File: src/fcsg_pkg.sv
// Shared constants, types and control structs of the filled circle span generator.
`timescale 1ns / 1ps

package fcsg_pkg;

    // Input field widths.
    localparam int COORD_BITS  = 12;
    localparam int RADIUS_BITS = 6;

    // Every span coordinate leaves the block as a 14 bit two's complement value.
    localparam int OUT_BITS = 14;

    // Offsets and the decision term of the circle loop.
    localparam int X_BITS     = RADIUS_BITS + 1;
    localparam int Y_BITS     = RADIUS_BITS + 2;
    localparam int ARITH_BITS = RADIUS_BITS + 4;

    // Bound on span groups per circle and the counter that enforces it.
    localparam int MAX_GROUPS = 64;
    localparam int CNT_BITS   = $clog2(MAX_GROUPS);

    // Packed beat widths.
    localparam int IN_DATA_BITS  = ((2 * COORD_BITS + RADIUS_BITS + 7) / 8) * 8;
    localparam int OUT_DATA_BITS = ((8 * OUT_BITS + 7) / 8) * 8;

    typedef enum logic [0:0] {
        ST_IDLE,
        ST_EMIT
    } fcsg_state_t;

    // Commands from the controller to the datapath.
    typedef struct packed {
        logic load;   // capture a new circle and start the loop
        logic step;   // current span group taken, advance one iteration
    } fcsg_cmd_t;

    // Status from the datapath to the controller.
    typedef struct packed {
        logic last;   // the span group on display is the final one
    } fcsg_status_t;

endpackage

File: src/filled_circle_span_generator.sv
// Top level of the filled circle span generator: stream ports, controller and datapath.
`timescale 1ns / 1ps

// Channel | Direction | tdata fields (low bit up)                       | tuser | tlast
// s_axis  | in        | center_x[11:0], center_y[23:12], radius[29:24]   | -     | -
// m_axis  | out       | eight 14 bit span coordinates, see port comment  | -     | last_of_circle
//
// A circle beat is taken only while the block is idle. In the cycle after it, the first span
// group is on m_axis, and each following cycle with m_axis_tready high moves one
// Andres iteration forward, so a circle of radius r yields about 0.71*r + 1 output
// beats; the single iteration register set sets this pace.
// A stall on m_axis freezes the iteration state, so the beat on display holds.
// rst_n clears the controller to idle and the circle registers to zero.
module filled_circle_span_generator (
    input  logic                                  clk,
    input  logic                                  rst_n,
    input  logic                                  s_axis_tvalid,
    output logic                                  s_axis_tready,
    // center_x [11:0], center_y [23:12], radius [29:24], zero [31:30]
    input  logic [fcsg_pkg::IN_DATA_BITS-1:0]     s_axis_tdata,
    output logic                                  m_axis_tvalid,
    input  logic                                  m_axis_tready,
    // wide_left [13:0], wide_right [27:14], wide_row_below [41:28],
    // wide_row_above [55:42], narrow_left [69:56], narrow_right [83:70],
    // narrow_row_below [97:84], narrow_row_above [111:98]
    output logic [fcsg_pkg::OUT_DATA_BITS-1:0]    m_axis_tdata,
    output logic                                  m_axis_tlast
);
    import fcsg_pkg::*;

    fcsg_cmd_t    cmd;
    fcsg_status_t status;

    logic [COORD_BITS-1:0]  center_x;
    logic [COORD_BITS-1:0]  center_y;
    logic [RADIUS_BITS-1:0] radius;

    logic signed [OUT_BITS-1:0] wide_left;
    logic signed [OUT_BITS-1:0] wide_right;
    logic signed [OUT_BITS-1:0] wide_row_below;
    logic signed [OUT_BITS-1:0] wide_row_above;
    logic signed [OUT_BITS-1:0] narrow_left;
    logic signed [OUT_BITS-1:0] narrow_right;
    logic signed [OUT_BITS-1:0] narrow_row_below;
    logic signed [OUT_BITS-1:0] narrow_row_above;

    // Unpack the input beat; the fields sit back to back from bit zero.
    assign center_x = s_axis_tdata[COORD_BITS-1:0];
    assign center_y = s_axis_tdata[2*COORD_BITS-1:COORD_BITS];
    assign radius   = s_axis_tdata[2*COORD_BITS+RADIUS_BITS-1:2*COORD_BITS];

    fcsg_ctrl u_ctrl (
        .clk       (clk),
        .rst_n     (rst_n),
        .in_valid  (s_axis_tvalid),
        .in_ready  (s_axis_tready),
        .out_valid (m_axis_tvalid),
        .out_ready (m_axis_tready),
        .cmd       (cmd),
        .status    (status)
    );

    fcsg_datapath u_datapath (
        .clk              (clk),
        .rst_n            (rst_n),
        .cmd              (cmd),
        .status           (status),
        .center_x         (center_x),
        .center_y         (center_y),
        .radius           (radius),
        .wide_left        (wide_left),
        .wide_right       (wide_right),
        .wide_row_below   (wide_row_below),
        .wide_row_above   (wide_row_above),
        .narrow_left      (narrow_left),
        .narrow_right     (narrow_right),
        .narrow_row_below (narrow_row_below),
        .narrow_row_above (narrow_row_above)
    );

    // The span fields fill the output beat exactly, so no padding is needed.
    assign m_axis_tdata = {narrow_row_above, narrow_row_below, narrow_right, narrow_left,
                           wide_row_above, wide_row_below, wide_right, wide_left};
    assign m_axis_tlast = status.last;

endmodule

File: src/fcsg_datapath.sv
// Datapath: circle registers, one Andres iteration per step and span arithmetic.
`timescale 1ns / 1ps

module fcsg_datapath (
    input  logic                                       clk,
    input  logic                                       rst_n,
    input  fcsg_pkg::fcsg_cmd_t                        cmd,
    output fcsg_pkg::fcsg_status_t                     status,
    input  logic [fcsg_pkg::COORD_BITS-1:0]            center_x,
    input  logic [fcsg_pkg::COORD_BITS-1:0]            center_y,
    input  logic [fcsg_pkg::RADIUS_BITS-1:0]           radius,
    output logic signed [fcsg_pkg::OUT_BITS-1:0]       wide_left,
    output logic signed [fcsg_pkg::OUT_BITS-1:0]       wide_right,
    output logic signed [fcsg_pkg::OUT_BITS-1:0]       wide_row_below,
    output logic signed [fcsg_pkg::OUT_BITS-1:0]       wide_row_above,
    output logic signed [fcsg_pkg::OUT_BITS-1:0]       narrow_left,
    output logic signed [fcsg_pkg::OUT_BITS-1:0]       narrow_right,
    output logic signed [fcsg_pkg::OUT_BITS-1:0]       narrow_row_below,
    output logic signed [fcsg_pkg::OUT_BITS-1:0]       narrow_row_above
);
    import fcsg_pkg::*;

    logic        [COORD_BITS-1:0]  cx_reg;
    logic        [COORD_BITS-1:0]  cy_reg;
    logic        [RADIUS_BITS-1:0] r_reg;
    logic        [X_BITS-1:0]      x_reg;
    logic signed [Y_BITS-1:0]      y_reg;
    logic signed [ARITH_BITS-1:0]  d_reg;
    logic        [CNT_BITS-1:0]    cnt_reg;

    logic signed [ARITH_BITS-1:0]  x_s;
    logic signed [ARITH_BITS-1:0]  y_s;
    logic signed [ARITH_BITS-1:0]  r_s;
    logic signed [ARITH_BITS-1:0]  r_in_s;
    logic signed [ARITH_BITS-1:0]  x_next;
    logic signed [ARITH_BITS-1:0]  y_next;
    logic signed [ARITH_BITS-1:0]  d_next;

    logic signed [OUT_BITS-1:0]    cx_o;
    logic signed [OUT_BITS-1:0]    cy_o;
    logic signed [OUT_BITS-1:0]    x_o;
    logic signed [OUT_BITS-1:0]    y_o;

    assign x_s    = signed'(ARITH_BITS'(x_reg));
    assign y_s    = ARITH_BITS'(y_reg);
    assign r_s    = signed'(ARITH_BITS'(r_reg));
    assign r_in_s = signed'(ARITH_BITS'(radius));

    // One iteration of the Andres decision rule.
    always_comb
    begin
        priority if (d_reg >= (x_s <<< 1))
        begin
            d_next = d_reg - (x_s <<< 1) - ARITH_BITS'(1);
            x_next = x_s + ARITH_BITS'(1);
            y_next = y_s;
        end
        else if (d_reg < ((r_s - y_s) <<< 1))
        begin
            d_next = d_reg + (y_s <<< 1) - ARITH_BITS'(1);
            x_next = x_s;
            y_next = y_s - ARITH_BITS'(1);
        end
        else
        begin
            d_next = d_reg + ((y_s - x_s - ARITH_BITS'(1)) <<< 1);
            x_next = x_s + ARITH_BITS'(1);
            y_next = y_s - ARITH_BITS'(1);
        end
    end

    // The group on display is final when the loop would stop after it.
    assign status.last = (y_next < x_next) || (cnt_reg == CNT_BITS'(MAX_GROUPS - 1));

    always_ff @(posedge clk or negedge rst_n)
    begin
        if (!rst_n)
        begin
            cx_reg  <= '0;
            cy_reg  <= '0;
            r_reg   <= '0;
            x_reg   <= '0;
            y_reg   <= '0;
            d_reg   <= '0;
            cnt_reg <= '0;
        end
        else if (cmd.load)
        begin
            cx_reg  <= center_x;
            cy_reg  <= center_y;
            r_reg   <= radius;
            x_reg   <= '0;
            y_reg   <= signed'(Y_BITS'(radius));
            d_reg   <= r_in_s - ARITH_BITS'(1);
            cnt_reg <= '0;
        end
        else if (cmd.step)
        begin
            x_reg   <= X_BITS'(x_next);
            y_reg   <= Y_BITS'(y_next);
            d_reg   <= d_next;
            cnt_reg <= cnt_reg + CNT_BITS'(1);
        end
    end

    assign cx_o = signed'(OUT_BITS'(cx_reg));
    assign cy_o = signed'(OUT_BITS'(cy_reg));
    assign x_o  = signed'(OUT_BITS'(x_reg));
    assign y_o  = OUT_BITS'(y_reg);

    assign wide_left        = cx_o - y_o;
    assign wide_right       = cx_o + y_o;
    assign wide_row_below   = cy_o + x_o;
    assign wide_row_above   = cy_o - x_o;
    assign narrow_left      = cx_o - x_o;
    assign narrow_right     = cx_o + x_o;
    assign narrow_row_below = cy_o + y_o;
    assign narrow_row_above = cy_o - y_o;

endmodule

File: src/fcsg_ctrl.sv
// Controller: idle/emit state machine that sequences loads and iteration steps.
`timescale 1ns / 1ps

module fcsg_ctrl (
    input  logic                   clk,
    input  logic                   rst_n,
    input  logic                   in_valid,
    output logic                   in_ready,
    output logic                   out_valid,
    input  logic                   out_ready,
    output fcsg_pkg::fcsg_cmd_t    cmd,
    input  fcsg_pkg::fcsg_status_t status
);
    import fcsg_pkg::*;

    fcsg_state_t state_reg;
    fcsg_state_t state_next;

    always_ff @(posedge clk or negedge rst_n)
    begin
        if (!rst_n)
        begin
            state_reg <= ST_IDLE;
        end
        else
        begin
            state_reg <= state_next;
        end
    end

    always_comb
    begin
        state_next = state_reg;
        unique case (state_reg)
            ST_IDLE:
            begin
                if (in_valid)
                begin
                    state_next = ST_EMIT;
                end
            end
            ST_EMIT:
            begin
                if (out_ready && status.last)
                begin
                    state_next = ST_IDLE;
                end
            end
            default:
            begin
                state_next = ST_IDLE;
            end
        endcase
    end

    always_comb
    begin
        in_ready  = 1'b0;
        out_valid = 1'b0;
        unique case (state_reg)
            ST_IDLE:
            begin
                in_ready = 1'b1;
            end
            ST_EMIT:
            begin
                out_valid = 1'b1;
            end
            default:
            begin
                in_ready = 1'b0;
            end
        endcase
        cmd.load = in_valid && in_ready;
        cmd.step = out_valid && out_ready;
    end

`ifndef SYNTHESIS
    a_load_starts_emit: assert property (@(posedge clk) disable iff (!rst_n)
        cmd.load |=> (state_reg == ST_EMIT))
        else $error("load did not start span emission");

    a_last_returns_idle: assert property (@(posedge clk) disable iff (!rst_n)
        (cmd.step && status.last) |=> (state_reg == ST_IDLE))
        else $error("final span group taken but controller still busy");

    a_hold_while_stalled: assert property (@(posedge clk) disable iff (!rst_n)
        (out_valid && !out_ready) |=> (out_valid && $stable(status.last)))
        else $error("span group changed while stalled");

    a_no_load_while_busy: assert property (@(posedge clk) disable iff (!rst_n)
        !(cmd.load && cmd.step))
        else $error("load and step issued together");
`endif

endmodule

File: config.mk
export PLATFORM = sky130hd
export DESIGN_NAME = filled_circle_span_generator
export DESIGN_NICKNAME = d
export VERILOG_FILES = /design/src/fcsg_pkg.sv /design/src/filled_circle_span_generator.sv /design/src/fcsg_datapath.sv /design/src/fcsg_ctrl.sv
export SDC_FILE = /design/constraint.sdc
export NUM_CORES = 1
export LEC_CHECK = 0
export CAP_MARGIN = 20
export CORE_MARGIN = 10
export CORE_UTILIZATION = 40
export DETAILED_ROUTE_END_ITERATION = 8
export DONT_BUFFER_PORTS = 1
export PLACE_DENSITY = 0.64
export SLEW_MARGIN = 20
export SYNTH_ARGS = -nofsm -noshare
export SYNTH_HDL_FRONTEND = slang
export SYNTH_SLANG_ARGS = --single-unit
File: constraint.sdc
create_clock -name clk -period 6.7 [get_ports clk]
set_clock_uncertainty 0.15 [all_clocks]
set_input_delay 0.67 -clock clk [delete_from_list [all_inputs] [get_ports clk]]
set_output_delay 0.67 -clock clk [all_outputs]
set_load 0.02 [all_outputs]
==> results of run 1 <==
[Yosys cell counts (all sizes together), types with 7 or more instances]
| library cell | count | area [um2] |
|---|---|---|
| a21o | 11 | 82.6 |
| a21oi | 82 | 414 |
| a31oi | 9 | 56.3 |
| and3 | 13 | 81.3 |
| buf | 12 | 90.1 |
| clkbuf | 26 | 97.6 |
| dfrtp | 62 | 1550 |
| fa | 13 | 260 |
| ha | 144 | 1800 |
| inv | 114 | 428 |
| nand2 | 125 | 469 |
| nand2b | 14 | 87.6 |
| nand3 | 18 | 90.1 |
| nand4 | 7 | 80.1 |
| nor2 | 78 | 293 |
| nor2b | 15 | 93.8 |
| nor3 | 14 | 70.1 |
| o211ai | 16 | 120 |
| o21a | 10 | 75.1 |
| o21ai | 59 | 295 |
| o21bai | 21 | 158 |
| o31ai | 7 | 52.6 |
| or3 | 8 | 50.1 |
| xnor2 | 103 | 902 |
| xor2 | 30 | 263 |
[metrics by stage]
step                worst slack [ps]  std cells
floorplan                       1100       1077
global placement                 914       1322
detailed placement               884       1322
CTS                              497       1339
global route                     206       1339
finish                           487       1339
[final timing paths]
| check | slack [ps] | cells after the start | startpoint | endpoint |
|---|---|---|---|---|
| setup / recovery | 490 | 24 | u_datapath.y_reg[1] | m_axis_tlast |
| hold / removal | 60 | 1 | rst_n | u_datapath.y_reg[0] |
| setup reg to reg | 1260 | 25 | u_datapath.y_reg[1] | u_ctrl.state_reg |
| hold reg to reg | 340 | 2 | u_datapath.r_reg[5] | u_datapath.r_reg[5] |
| max in group asynchronous | 6050 | 1 | rst_n | u_datapath.cx_reg[9] |
| min in group clk | 280 | 2 | s_axis_tdata[5] | u_datapath.cx_reg[5] |
[critical path, stage by stage, from the launching register on]
cell,delay [ps]
dfrtp_1,650
inv_1,130
ha_1,300
nor2b_1,120
o21ai_0,250
a21oi_1,120
o21ai_0,150
nand2b_1,120
a21oi_1,160
nor2_1,60
xnor2_1,170
ha_1,260
and4_1,220
a221oi_1,370
a21oi_2,110
or2_4,320
nand4_4,130
xnor2_1,130
ha_1,260
a21o_1,180
a21o_1,160
a21oi_1,120
o21ai_0,100
nand2_1,90
o41a_1,350
[kinds of logic after synthesis]
| kind of cell | count (synthesis) |
|---|---|
| AO/OA/AOI/OAI | 261 |
| XOR/XNOR | 133 |
| adder cells (fa/ha/maj) | 157 |
| buffers and inverters | 152 |
| flip-flops | 62 |
| multiplexers | 1 |
| other | 1 |
| AND/OR/NAND/NOR | 309 |
[final cells by class]
class	instances	area [um2]
fill	2090	11900
tap	275	344
timing repair buffer	9	87.6
clock buffer	13	270
clock inverter	3	65.1
inverter	114	428
sequential	62	1550
multi-input combinational	863	6380
[metal layers]
layer	global-route usage [%]	vias up	part of all wire, %
met5	0	-	0
met4	5.97	0	2.3
met3	3.05	34	5.5
met2	30.3	234	48
met1	22.3	3600	44
li1	-	3635	-
==> run metrics, run 1 <==
status complete, no violations; Final ANT Viol Nets 0; Remaining Overflow, GRT 0; post-route clock period utilization 92.7%; Post-Route WL 25,400 um; dpl cell area 8760 um2; Cells after Synth 1,076; Clock Latency Late Sink 340 ps; syn_area_per_cell 7.93 um2; post-synthesis compound-gate area fraction 19.6%; Post-Synth Simple-Gate Area 17.0%; nets 1,252; area grow syn2layout 6.92%; DR vias 7,503; layout cells sized above 1 3.76%; Ports 151; Die W 166 um; most frequent cells in the layout ha_1, nand2_1, inv_1; Port Buffers 0; synthesized flop and latch total 62; CP startpoint kind register; CP Capture Type output pin; fin crit period 6210 ps; WHS 58.2 ps; Synth Area in XOR/XNOR 13.6%; commonest non-fill, non-tap cell in the layout ha_1; clk sinks 62; Post-Synthesis Cell Area 8530 um2; core footprint 21,000 um2; yosys warns 0; router iterations before antenna repair 5; Setup-failing EPs final 0; largest family of logic cells by synthesized area adder cells; vias per std cell 5.60; Avg WL per Cell 19.0 um; Max Cap Viol 0; clk buf depth 2; number of antenna diodes 0; Tightest Hold Check Type input port to async pin; largest net degree at the start of global routing 63; number of global-route vias before repair 7,397; Slew Limit Headroom 32.2%; mux cell area share after synthesis 0.117%; FP Rows 53; Final Util 43.4%; Worst Tran Pin Value 1020 ps; Post-synth ARST share 100%; register area share after synthesis 18.2%; H-Tree Depth 3; Tot GR Track Use 17.8%; Synth Flop Type dfrtp_1; starting density of the core 40.6%; Synth Area in Adders 24.2%; CTS tree built; crit path kind register to output pin; DRT iter0 DRCs 462; max-slew violations 0; clk slew on worst S/H paths 60 ps; setup_tns 0 ps; Root Buffer clkbuf_16; crit path max fanout 12; die area 27,600 um2; routability cong. 0.901; final hold violations 0; unrepaired setup endpoints after global routing false; number of hold buffers added after cts 1; post-CTS setup buffers 0; Max Fclk 161 MHz; Design Area, Final 9130 um2; Post-CTS Resized 0; initial antenna violation count 0; Post-DP HPWL 19,900 um; Chip Height 166 um; CTS Buf Count 9; DR DRC count 0; first-pass GRT wire length 40,300 um; Post-synth EDFFs 0; arrival time worst endpoint 5390 ps; WP data required 5880 ps; Yosys cell types 65
Power of run 1 is left out: the tool's default activity adds up to more than one toggle a clock period on the data nets, which glitch-free logic cannot reach.
==> run 2: changes to the inputs <==
clock period = 7.3 ns   (was 6.7 ns; I/O delays follow)
==> run metrics, run 2 (synthesized netlist as in run 1, its figures left out) <==
DR DRC count 0; post-CTS setup buffers 0; Final ANT Viol Nets 0; Die W 166 um; largest net degree at the start of global routing 63; Max Fclk 159 MHz; DR vias 7,393; H-Tree Depth 3; clk buf depth 2; Slew Limit Headroom 32.3%; clk sinks 62; routability cong. 0.888; first-pass GRT wire length 40,400 um; post-route clock period utilization 86.2%; crit path max fanout 12; arrival time worst endpoint 5410 ps; Root Buffer clkbuf_16; area grow syn2layout 6.41%; Avg WL per Cell 18.8 um; initial antenna violation count 0; CTS Buf Count 9; commonest non-fill, non-tap cell in the layout ha_1; Setup-failing EPs final 0; WP data required 6420 ps; final hold violations 0; number of global-route vias before repair 7,430; Tightest Hold Check Type input port to async pin; Max Cap Viol 0; layout cells sized above 1 3.67%; crit path kind register to output pin; reg-to-reg startpoint u_datapath.y_reg[1]; clk slew on worst S/H paths 60 ps; core footprint 21,000 um2; CP Capture Type output pin; Clock Latency Late Sink 340 ps; fin crit period 6290 ps; Worst Tran Pin Value 1020 ps; worst setup path start u_datapath.y_reg[1]; router iterations before antenna repair 7; unrepaired setup endpoints after global routing false; setup_tns 0 ps; max-slew violations 0; Post-DP HPWL 19,900 um; Remaining Overflow, GRT 0; Tot GR Track Use 17.7%; vias per std cell 5.53; DRT iter0 DRCs 448; CP startpoint kind register; Fill cells 2,087; Ports 151; nets 1,250; number of antenna diodes 0; die area 27,600 um2; status complete, no violations; CTS tree built; Post-Route WL 25,100 um; Port Buffers 0; Chip Height 166 um; most frequent cells in the layout ha_1, nand2_1, inv_1; FP Rows 53; starting density of the core 40.6%
[run 2: cell count changes in the layout (fill, tap and decap cells not counted)]
cell,change
clkbuf_1,-1
buf_4,-2
bufinv_16,-2
clkinvlp_4,+1
clkbuf_8,+2
[run 2: through the flow]
step	hold WS (ps)	std cells	util [%]	setup WS [ps]	area (um2)
after detailed placement	287	1320	41.6	1380	8750
after CTS	130	1337	43.2	1020	9080
final	93.5	1337	43.2	1010	9080
after global placement	287	1320	41.6	1410	8750
after global routing	131	1337	43.2	540	9080
after floorplan	284	1077	-	1640	8540
[run 2: final timing paths]
| check | slack [ps] | cells after the start | to |
|---|---|---|---|
| worst max-delay path | 1010 | 24 | m_axis_tlast |
| worst min-delay path | 90 | 1 | u_datapath.d_reg[0] |
| worst max register to register | 1840 | 25 | u_ctrl.state_reg |
| worst min register to register | 340 | 2 | u_datapath.r_reg[5] |
| max in group asynchronous | 6560 | 1 | u_datapath.cx_reg[1] |
| min in group clk | 340 | 2 | u_datapath.r_reg[5] |
[run 2: what timing repair did]
action / CTS / global route
hold buffers: 1 / 0
hold endpoints to repair: 62 / 0
resized for setup: 0 / 0
[run 2: layout make-up]
type	instances	area, um2	share of cell area (%)
clock inverter	2	12.5	0.138
multi-input combinational	863	6380	70.2
clock buffer	14	294	3.24
inverter	114	428	4.71
timing repair buffer	7	72.6	0.799
tap	275	344	3.79
sequential	62	1550	17.1
[run 2: per-layer routing]
metal	global-route usage, %	part of all wire [%]
met3	3.31	4.9
met1	22.2	45
met4	4.62	1.8
met2	30.5	49
met5	0	0
[run 2: critical path, stage by stage (launching register included)]
cell and delay [ps]:
dfrtp_1 650, inv_1 120, ha_1 300, nor2b_1 120, o21ai_0 220, a21oi_1 120, o21ai_0 160, nand2b_1 130
a21oi_1 160, nor2_1 70, xnor2_1 150, ha_1 310, and4_1 220, a221oi_1 350, a21oi_2 100, or2_4 320
nand4_4 130, xnor2_1 140, ha_1 260, a21o_1 190, a21o_1 170, a21oi_1 130, o21ai_0 100, nand2_1 100
o41a_1 360
Power of run 2 is left out for the same reason.
